## src/rtl/core/prsb_pkg.sv

```systemverilog
// Shared types, constants and build-time ring tables for the polar ring sector binner.
// No dependencies; every other file in the block imports this package.
package prsb_pkg;

  // Largest number of rings that have sector and offset tables.
  localparam int MAX_RINGS = 64;
  localparam int RING_AW   = $clog2(MAX_RINGS);

  localparam int RADIUS_W  = 14;
  localparam int ANGLE_W   = 16;
  localparam int COUNT_W   = 8;
  localparam int FACTOR_W  = 9;
  localparam int RPROD_W   = RADIUS_W + FACTOR_W;
  localparam int RING_W    = 9;
  localparam int QUOT_W    = 16;
  localparam int RECIP_W   = 13;
  localparam int QPROD_W   = QUOT_W + RECIP_W;
  localparam int SECT_W    = 10;
  localparam int APROD_W   = ANGLE_W + SECT_W;
  localparam int BIN_W     = 16;
  localparam int RSAT_W    = 7;

  // Rounding bias and scale of the ring quotient: ring = (p + 12800) / 25600,
  // done as a shift by 8 followed by a division by 100.
  localparam logic [RPROD_W:0] ROUND_BIAS  = (RPROD_W+1)'(12800);
  localparam int               PRE_SHIFT   = 8;
  // 5243 / 2^19 overestimates 1/100 by so little that for quotients
  // below 2^15 the truncated product is already the exact floor.
  localparam logic [RECIP_W-1:0] RECIP_100 = RECIP_W'(5243);
  localparam int                 RECIP_SH  = 19;

  localparam logic [63:0] TWO_PI_Q32 = 64'd26986075409;
  localparam logic [COUNT_W-1:0] MAX_RINGS_CNT = COUNT_W'(MAX_RINGS);
  localparam logic [RSAT_W-1:0]  RING_SAT      = {RSAT_W{1'b1}};

  typedef logic [SECT_W-1:0] sect_tab_t [MAX_RINGS];
  typedef logic [BIN_W-1:0]  offs_tab_t [MAX_RINGS];

  // Sector count of ring l: floor(2*pi*l) + 1.
  function automatic logic [SECT_W-1:0] ring_sectors(input int l);
    logic [63:0] prod;
    prod = 64'(l) * TWO_PI_Q32;
    return SECT_W'(prod[63:32] + 32'd1);
  endfunction

  function automatic sect_tab_t build_sectors();
    sect_tab_t tab;
    for (int l = 0; l < MAX_RINGS; l++) begin
      tab[l] = ring_sectors(l);
    end
    return tab;
  endfunction

  // First bin of ring l: the sector counts of all lower rings summed.
  function automatic offs_tab_t build_offsets();
    offs_tab_t tab;
    logic [BIN_W-1:0] acc;
    acc = '0;
    for (int l = 0; l < MAX_RINGS; l++) begin
      tab[l] = acc;
      acc    = acc + BIN_W'(ring_sectors(l));
    end
    return tab;
  endfunction

  localparam sect_tab_t SECTOR_TAB = build_sectors();
  localparam offs_tab_t OFFSET_TAB = build_offsets();

  typedef struct packed {
    logic [RADIUS_W-1:0] radius;
    logic [ANGLE_W-1:0]  angle;
  } hit_t;

  typedef struct packed {
    logic [RING_W-1:0]  ring;
    logic [ANGLE_W-1:0] angle;
  } ring_beat_t;

  typedef struct packed {
    logic [BIN_W-1:0]  bin_index;
    logic [RSAT_W-1:0] ring_index;
    logic [SECT_W-1:0] sector_index;
    logic              out_of_range;
  } bin_result_t;

endpackage

```

## src/rtl/core/polar_ring_sector_binner.sv

```systemverilog
// Top level of the polar ring sector binner: streaming ports, the ring_count
// register and the two pipeline halves. Uses prsb_pkg, prsb_ring, prsb_sector.
//
// Usage:
// A hit enters on the s_axis channel as one beat holding radius (mm with 8
// fraction bits) and angle (65536 per full turn). One result beat leaves on
// m_axis for every hit, in order: bin, ring and sector in tdata, and the
// out-of-range flag in tuser.
// The ring count is written through the cfg channel, which is always ready;
// write it only while no hit is in flight. Counts above the table size still
// scale the ring, but only rings below the table size are in range, and a
// count of zero marks every hit out of range.
// Throughput is one beat per cycle while m_axis_tready is high; the figure is
// set by the four register stages (two multiplier stages for the ring, a
// lookup and multiplier stage for the sector, and the offset add), each of
// which takes a new beat every cycle unless it holds a beat it cannot pass on.
// When the receiver holds m_axis_tready low, the final stage holds its beat
// and each stage keeps accepting until it is full, so empty slots close up
// before s_axis_tready drops. Nothing is lost or repeated.
// Reset clears all valid bits and loads the ring count with 64.
module polar_ring_sector_binner
  import prsb_pkg::*;
(
  input  logic        clk,
  input  logic        rst,
  input  logic        cfg_valid,
  output logic        cfg_ready,
  input  logic [7:0]  cfg_data,
  input  logic        s_axis_tvalid,
  output logic        s_axis_tready,
  input  logic [31:0] s_axis_tdata,   // radius[13:0], angle[29:14], zero pad
  output logic        m_axis_tvalid,
  input  logic        m_axis_tready,
  output logic [39:0] m_axis_tdata,   // bin_index[15:0], ring_index[22:16],
                                      // sector_index[32:23], zero pad
  output logic [0:0]  m_axis_tuser    // out_of_range
);

  localparam logic [COUNT_W-1:0] RING_COUNT_RST = COUNT_W'(64);

  logic [COUNT_W-1:0]  ring_count;
  logic [FACTOR_W-1:0] factor;
  logic [COUNT_W-1:0]  ring_limit;

  hit_t        hit;
  logic        mid_valid;
  logic        mid_ready;
  ring_beat_t  mid_beat;
  bin_result_t result;

  assign cfg_ready = 1'b1;

  always_ff @(posedge clk) begin
    if (rst) begin
      ring_count <= RING_COUNT_RST;
    end else if (cfg_valid) begin
      ring_count <= cfg_data;
    end
  end

  // The ring is round(r*(n-0.5)/50); the factor 2n-1 carries the half ring.
  assign factor     = (ring_count == '0) ? '0 : {ring_count, 1'b0} - FACTOR_W'(1);
  assign ring_limit = (ring_count > MAX_RINGS_CNT) ? MAX_RINGS_CNT : ring_count;

  assign hit.radius = s_axis_tdata[RADIUS_W-1:0];
  assign hit.angle  = s_axis_tdata[RADIUS_W +: ANGLE_W];

  prsb_ring u_ring (
    .clk       (clk),
    .rst       (rst),
    .factor    (factor),
    .in_valid  (s_axis_tvalid),
    .in_ready  (s_axis_tready),
    .in_beat   (hit),
    .out_valid (mid_valid),
    .out_ready (mid_ready),
    .out_beat  (mid_beat)
  );

  prsb_sector u_sector (
    .clk        (clk),
    .rst        (rst),
    .ring_limit (ring_limit),
    .in_valid   (mid_valid),
    .in_ready   (mid_ready),
    .in_beat    (mid_beat),
    .out_valid  (m_axis_tvalid),
    .out_ready  (m_axis_tready),
    .out_beat   (result)
  );

  assign m_axis_tdata = {7'b0, result.sector_index, result.ring_index, result.bin_index};
  assign m_axis_tuser = result.out_of_range;

endmodule

```

## src/rtl/core/prsb_ring.sv

```systemverilog
// Ring computation for the polar ring sector binner: two pipeline stages that
// scale the radius by (2n-1) and divide by 25600 with rounding. Uses prsb_pkg.
module prsb_ring
  import prsb_pkg::*;
(
  input  logic                clk,
  input  logic                rst,
  input  logic [FACTOR_W-1:0] factor,
  input  logic                in_valid,
  output logic                in_ready,
  input  hit_t                in_beat,
  output logic                out_valid,
  input  logic                out_ready,
  output ring_beat_t          out_beat
);

  logic               a_valid;
  logic               a_ready;
  logic [RPROD_W-1:0] a_prod;
  logic [ANGLE_W-1:0] a_angle;

  logic               b_valid;
  logic               b_ready;
  logic [QPROD_W-1:0] b_quot;
  logic [ANGLE_W-1:0] b_angle;

  logic [RPROD_W:0]   biased;
  logic [QUOT_W-1:0]  scaled;

  assign b_ready  = !b_valid || out_ready;
  assign a_ready  = !a_valid || b_ready;
  assign in_ready = a_ready;

  // Stage A: radius times (2n-1).
  always_ff @(posedge clk) begin
    if (rst) begin
      a_valid <= 1'b0;
    end else if (a_ready) begin
      a_valid <= in_valid;
    end
    if (a_ready && in_valid) begin
      a_prod  <= RPROD_W'(in_beat.radius) * RPROD_W'(factor);
      a_angle <= in_beat.angle;
    end
  end

  assign biased = {1'b0, a_prod} + ROUND_BIAS;
  assign scaled = QUOT_W'(biased >> PRE_SHIFT);

  // Stage B: divide by 100 through the reciprocal.
  always_ff @(posedge clk) begin
    if (rst) begin
      b_valid <= 1'b0;
    end else if (b_ready) begin
      b_valid <= a_valid;
    end
    if (b_ready && a_valid) begin
      b_quot  <= QPROD_W'(scaled) * QPROD_W'(RECIP_100);
      b_angle <= a_angle;
    end
  end

  assign out_valid      = b_valid;
  assign out_beat.ring  = b_quot[RECIP_SH +: RING_W];
  assign out_beat.angle = b_angle;

endmodule

```

## src/rtl/core/prsb_sector.sv

```systemverilog
// Sector and bin computation for the polar ring sector binner: table lookup,
// angle scaling and offset add over two pipeline stages. Uses prsb_pkg.
module prsb_sector
  import prsb_pkg::*;
(
  input  logic               clk,
  input  logic               rst,
  input  logic [COUNT_W-1:0] ring_limit,
  input  logic               in_valid,
  output logic               in_ready,
  input  ring_beat_t         in_beat,
  output logic               out_valid,
  input  logic               out_ready,
  output bin_result_t        out_beat
);

  logic               c_valid;
  logic               c_ready;
  logic               c_oor;
  logic [RSAT_W-1:0]  c_ring;
  logic [SECT_W-1:0]  c_sectors;
  logic [BIN_W-1:0]   c_offset;
  logic [APROD_W-1:0] c_prod;

  logic               d_valid;
  logic               d_ready;
  bin_result_t        d_beat;

  logic               oor;
  logic [RING_AW-1:0] tab_idx;
  logic [SECT_W-1:0]  sectors;
  logic [SECT_W-1:0]  raw_sector;
  logic [SECT_W-1:0]  sector;

  assign d_ready  = !d_valid || out_ready;
  assign c_ready  = !c_valid || d_ready;
  assign in_ready = c_ready;

  assign oor     = in_beat.ring >= RING_W'(ring_limit);
  assign tab_idx = oor ? '0 : in_beat.ring[RING_AW-1:0];
  assign sectors = SECTOR_TAB[tab_idx];

  // Stage C: look up the ring and scale the angle by its sector count.
  always_ff @(posedge clk) begin
    if (rst) begin
      c_valid <= 1'b0;
    end else if (c_ready) begin
      c_valid <= in_valid;
    end
    if (c_ready && in_valid) begin
      c_oor     <= oor;
      c_ring    <= (in_beat.ring > RING_W'(RING_SAT)) ? RING_SAT : in_beat.ring[RSAT_W-1:0];
      c_sectors <= sectors;
      c_offset  <= OFFSET_TAB[tab_idx];
      c_prod    <= APROD_W'(in_beat.angle) * APROD_W'(sectors);
    end
  end

  assign raw_sector = c_prod[ANGLE_W +: SECT_W];
  assign sector     = (raw_sector > c_sectors - 1'b1) ? c_sectors - 1'b1 : raw_sector;

  // Stage D: add the ring offset, zero the bin and sector of an out-of-range hit.
  always_ff @(posedge clk) begin
    if (rst) begin
      d_valid <= 1'b0;
    end else if (d_ready) begin
      d_valid <= c_valid;
    end
    if (d_ready && c_valid) begin
      d_beat.bin_index    <= c_oor ? '0 : c_offset + BIN_W'(sector);
      d_beat.ring_index   <= c_ring;
      d_beat.sector_index <= c_oor ? '0 : sector;
      d_beat.out_of_range <= c_oor;
    end
  end

  assign out_valid = d_valid;
  assign out_beat  = d_beat;

endmodule

```

## config.mk

```make
export PLATFORM = sky130hd
export DESIGN_NAME = polar_ring_sector_binner
export DESIGN_NICKNAME = d
export VERILOG_FILES = /design/src/rtl/core/prsb_pkg.sv /design/src/rtl/core/polar_ring_sector_binner.sv /design/src/rtl/core/prsb_ring.sv /design/src/rtl/core/prsb_sector.sv
export SDC_FILE = /design/constraint.sdc
export NUM_CORES = 1
export LEC_CHECK = 0
export BUFFER_PORTS_ARGS = -buffer_cell sky130_fd_sc_hd__buf_2
export CORE_ASPECT_RATIO = 1.5
export CORE_MARGIN = 3
export CORE_UTILIZATION = 65
export CTS_BUF_LIST = sky130_fd_sc_hd__clkbuf_2 sky130_fd_sc_hd__clkbuf_4 sky130_fd_sc_hd__clkbuf_8
export DETAILED_ROUTE_END_ITERATION = 8
export GPL_TIMING_DRIVEN = 0
export MAX_ROUTING_LAYER = met4
export PLACE_DENSITY = 0.86
export SETUP_SLACK_MARGIN = 0.2
export SLEW_MARGIN = 10
export SYNTH_ARGS = -nofsm -noshare
export SYNTH_HDL_FRONTEND = slang
export SYNTH_HIERARCHICAL = 1
export SYNTH_SLANG_ARGS = --single-unit
```

## constraint.sdc

```tcl
create_clock -name clk -period 10.8 [get_ports clk]
set_input_delay 0.54 -clock clk [delete_from_list [all_inputs] [get_ports clk]]
set_output_delay 0.54 -clock clk [all_outputs]
set_load 0.02 [all_outputs]
```

==> results of run 1 <==
==> synth_stat cells (18+ instances only) <==
cell,count,share of area
a21oi_1,94,0.023
clkbuf_1,46,0.0085
and2_1,133,0.041
nor2b_1,37,0.011
nand2_1,219,0.041
a21o_1,18,0.0067
nor3_1,25,0.0062
o21ai_0,69,0.017
ha_1,258,0.16
nand3_1,30,0.0074
buf_2,20,0.0049
xor2_1,26,0.011
nor2_1,101,0.019
fa_1,248,0.24
xnor2_1,47,0.020
a211oi_1,19,0.0070
inv_1,364,0.067
edfxtp_1,130,0.19
==> worst paths after layout <==
| kind | start | endpoint | slack, ps |
|---|---|---|---|
| max | ring_count[0] | u_sector/c_prod[21] | 580 |
| min | s_axis_tdata[15] | u_ring/a_angle[1] | 220 |
| max reg2reg | ring_count[0] | u_sector/c_prod[21] | 580 |
| min reg2reg | u_ring/a_angle[5] | u_ring/b_angle[5] | 420 |
==> per-stage QoR <==
| step | hold slack (ps) | setup TNS, ps | utilization | std cells | cell area (µm²) |
|---|---|---|---|---|---|
| 3_5_place_dp | 405 | -2250 | 0.694 | 2626 | 21200 |
| 3_3_place_gp | 401 | -623 | 0.692 | 2624 | 21200 |
| 6_report | 222 | 0 | 0.712 | 2666 | 21800 |
| 4_1_cts | 190 | 0 | 0.710 | 2662 | 21700 |
| 5_1_grt | 201 | 0 | 0.712 | 2666 | 21800 |
| 2_1_floorplan | 400 | 0 | - | 2157 | 20300 |
==> placed cells by master (no fill, tap or decap), drive strengths merged, types with 37 or more instances in the layout <==
cell,instances
inv,377
ha,258
fa,248
nand2,220
and2,134
edfxtp,130
buf,118
nor2,104
a21oi,96
o21ai,75
clkbuf,65
xnor2,48
nor2b,37
==> repair_timing <==
item                                    CTS  global route
buffers inserted                          4             4
hold buffers                              0             0
gates cloned                              0             0
endpoints found under the setup margin   10             9
pin swaps                                 3             2
resized for setup                         5            13
==> area by class of cell <==
type                    count  area share
well taps                 400      0.0230
multi-input cells        1558       0.663
plain buffers              89      0.0196
clock buffers              17      0.0108
clock inverters            15     0.00909
repair buffers             77      0.0201
flip-flops and latches    142       0.190
inverters                 368      0.0635
==> kinds of logic after synthesis <==
| logic type | share of synthesized area |
|---|---|
| compound gates | 0.109 |
| flops | 0.204 |
| buf+inv | 0.0886 |
| other cells | 0.000555 |
| simple gates | 0.151 |
| xor+xnor | 0.0323 |
| mux | 0.00981 |
| fa+ha+maj | 0.404 |
==> sequential cells by signal, summed over array words and instances, names as in the netlist, 7 cells and up <==
name,cells
u_sector/out_beat,33
u_ring/a_angle,16
u_ring/b_angle,16
u_ring/a_prod,15
u_sector/c_offset,14
u_sector/c_prod,10
u_ring/b_quot,9
u_sector/c_sectors,9
ring_count,8
u_sector/c_ring,7
==> per-layer routing <==
layer | wire length (µm) | GRT usage | up-vias | part of all wire
met1 | 19100 | 0.369 | 8002 | 0.34
li1 | - | - | 7257 | -
met2 | 29500 | 0.619 | 692 | 0.53
met3 | 2890 | 0.0408 | 231 | 0.052
met4 | 3900 | 0.212 | 0 | 0.070
met5 | 0 | - | - | 0
==> qor.yml, run 1 <==
cts_made_buffers: 17
antennaDiodeCount: 0
clk-insertion-delay-late_ps: 500
track_usage: 0.350
avgSynthCellArea_um2: 9.44
critPathRequiredTime_ps: 11050
ys_async_sr_fraction: 0
fin_nets: 2804
worst-path-stages: 38
clock.fmax_mhz: 97.8
setup_viol: 0
fp-row-count: 78
cp_max_fo: 13
firstDrtPassIters: 7
final_antenna_net_count: 0
slowest_delay_ps: 590
tightest_slew_ps: 955
seqCellArea_um2: 4140
synth_warnings: 6
finalWorstSetupSlack_ps: 576
vias: 16200
route.detailed.drc: 0
antenna_found_initial: 0
portBuffers: 67
viasPerCell: 6.07
syn_area_um2: 20300
cts_root_buf: "clkbuf_8"
path_buf_inv: 7
die_w_um: 150
slowest_stage: "fa_1"
slew_headroom: 0.359
drv_cap: 0
dpl.hpwl_um: 44400
slew_violations: 0
core_area_um2: 30500
htree_levels: 4
grt.overflow.total: 0
die_y_um: 222
ys.flop_type: "edfxtp_1"
clk_path_buf_depth: 2
pre_cts_ws_ps: -438
first_global_vias: 17400
gp_congestion: 1.02
synth_edf_count: 130
cts_sinks: 142
multi_input_area_um2: 14400
startpoint_type: "flip-flop"
fin_crit_sh: 0.947
synthCells: 2150
nFillCells: 2271
yosysSeqAreaShare: 0.204
wire_per_inst_um: 20.8
critical_path_class: "reg2reg"
routed_wl_um: 55400
period_needed_ps: 10220
cts_tree: "yes"
drt_iter0_drc: 1102
fin_skew_ps: 24.8
drive_above_1_share: 0.0878
synth_cell_types: 93
worstRegToRegCells: 38
hold_class: "in2reg"
finalHoldViolCount: 0
clk_pin_slew_ps: 90
grt_max_degree: 34
grt_pass1_wl_um: 88500
worstHoldPathCells: 1
io_pins: 89
ys_ff_latch: 142
start_util: 0.664
critical_path_arrival_ps: 10470
crit_family: "adder cells"
status: "finished clean"
dieArea_um2: 33400
end_kind: "flip-flop"
rsz0062_at_grt: "false"
area_delta_synth_final_pct: 7.22
Power of run 1 is left out: the tool's default activity adds up to more than one toggle a clock period on the data nets, which glitch-free logic cannot reach.
==> inputs of run 2 (changes only) <==
Settings changed: CORE_UTILIZATION 65 to 59, PLACE_DENSITY 0.86 to 0.83.
Clock period 10.8 ns to 8.5 ns, I/O delays scaled along.
==> qor.yml, run 2 (same netlist as run 1, synthesis figures left out) <==
layout_common_cells: "inv_1, ha_1, fa_1"
cts_sinks: 142  # unchanged
postPlaceCellArea_um2: 21300  # +0.44%
route.detailed.drc: 0  # unchanged
final_antenna_net_count: 0  # unchanged
firstDrtPassIters: 6  # -1
fin_nets: 2853  # +1.7%
dpl.hpwl_um: 43800  # -1.3%
ctsHoldBuffers: 0  # unchanged
drt_iter0_drc: 1064  # -3.4%
drv_cap: 0  # unchanged
die_y_um: 233  # +4.8%
final_util: 0.674  # -0.0382
htree_levels: 4  # unchanged
largest_reg_flops: 33  # unchanged
clk_path_buf_depth: 2  # unchanged
tightest_slew_ps: 1380  # +421 ps
hold_class: "in2reg"
fin_area_um2: 22700  # +4.3%
layout_commonest_cell: "inv_1"
rsz0062_at_grt: "true"
core_area_um2: 33700  # +10%
cts_made_buffers: 17  # unchanged
period_needed_ps: 8760  # -1460 ps
slowest_stage: "fa_1"
wire_per_inst_um: 20.5  # -1.5%
cp_max_fo: 10  # -3
grt.overflow.total: 0  # unchanged
antenna_found_initial: 2  # +2
cts_root_buf: "clkbuf_8"
violations: "setup timing"
critPathRequiredTime_ps: 8750  # -2300 ps
nFillCells: 2603  # +15%
cpMostUsedCell: "fa_1"
fin_skew_ps: 13.7  # -11.1 ps
fp-row-count: 82  # +5.1%
startpoint_type: "flip-flop"
finalHoldViolCount: 0  # unchanged
drive_above_1_share: 0.133  # +0.0453
clk_pin_slew_ps: 100  # about the same
clock.fmax_mhz: 114  # +17%
grt_max_degree: 40  # +18%
cts_tree: "yes"
io_pins: 89  # unchanged
setup_viol: 8  # +8
gp_congestion: 1.02  # -0.66%
end_kind: "flip-flop"
critical_path_arrival_ps: 9020  # -1450 ps
dieArea_um2: 36700  # +9.8%
timing.hold.ws_ps: 91.0  # -131 ps
fin_crit_sh: 1.03  # +0.0845
critical_path_class: "reg2reg"
area_delta_synth_final_pct: 11.8
viasPerCell: 5.98  # -1.6%
status: "complete, but fails checks"
track_usage: 0.329  # -0.0208
portBuffers: 67  # unchanged
slowest_delay_ps: 550  # -40 ps
vias: 16300  # +1.0%
die_w_um: 157  # +4.8%
finalWorstSetupSlack_ps: -265  # -841 ps
first_global_vias: 17700  # +1.6%
routed_wl_um: 56000  # +1.1%
clk-insertion-delay-late_ps: 500  # about the same
slew_violations: 0  # unchanged
grt_pass1_wl_um: 90500  # +2.3%
start_util: 0.603  # -0.0613
slew_headroom: 0.0745  # -0.285
[run 2: changes by cell type in the layout (fill, tap and decap cells not counted), moves of 5 or more]
cell and delta:
inv_1 -11, ha_4 +8, buf_4 +44, dfxtp_1 -6
inv_2 +5, ha_1 -11, buf_6 +7, a21oi_1 -5
a21oi_2 +5
[run 2: repair_timing]
action / in CTS / in global routing
gates cloned: 2 / 0
endpoints found under the setup margin: 10 / 10
pin swaps: 40 / 19
buffers inserted: 44 / 12
gates resized for setup: 95 / 23
[run 2: final cells by class]
class	count	area, µm²	share of cell area
antenna	2	5.00	0.000221
sequential	142	4160	0.183
timing repair buffer	125	813	0.0359
tap	420	526	0.0232
clock buffer	17	234	0.0103
inverter	368	1410	0.0621
clock inverter	14	196	0.00866
buffer	89	539	0.0238
multi-input combinational	1559	14800	0.652
[run 2: metrics by stage]
step | TNS (ps) | cells | setup slack (ps)
2_1_floorplan | 0 | 2157 | 195
3_3_place_gp | -16160 | 2644 | -1800
3_5_place_dp | -16220 | 2645 | -1810
4_1_cts | -505 | 2722 | -156
5_1_grt | -3940 | 2736 | -547
6_report | -1380 | 2736 | -265
[run 2: worst paths after layout]
path	start	end	slack (ps)	cells past startpoint
hold reg to reg	u_ring/a_angle[10]	u_ring/b_angle[10]	410	0
hold / removal	s_axis_tdata[23]	u_ring/a_angle[9]	90	1
setup reg to reg	ring_count[6]	u_sector/c_prod[20]	-260	37
setup / recovery	ring_count[6]	u_sector/c_prod[20]	-260	37
[run 2: critical path: cells and delay by family, from the launching register on]
| kind | cells | cell delay (ps) |
|---|---|---|
| fa+ha+maj | 9 | 3390 |
| buf+inv | 8 | 800 |
| compound gates | 12 | 2660 |
| xor+xnor | 1 | 110 |
| simple gates | 7 | 1170 |
| flops | 1 | 370 |
[run 2: per-layer routing]
metal,share of wire,track usage
met5,0,-
met4,0.077,0.214
met3,0.053,0.0497
met2,0.53,0.580
met1,0.34,0.337
Power of run 2 is left out for the same reason.
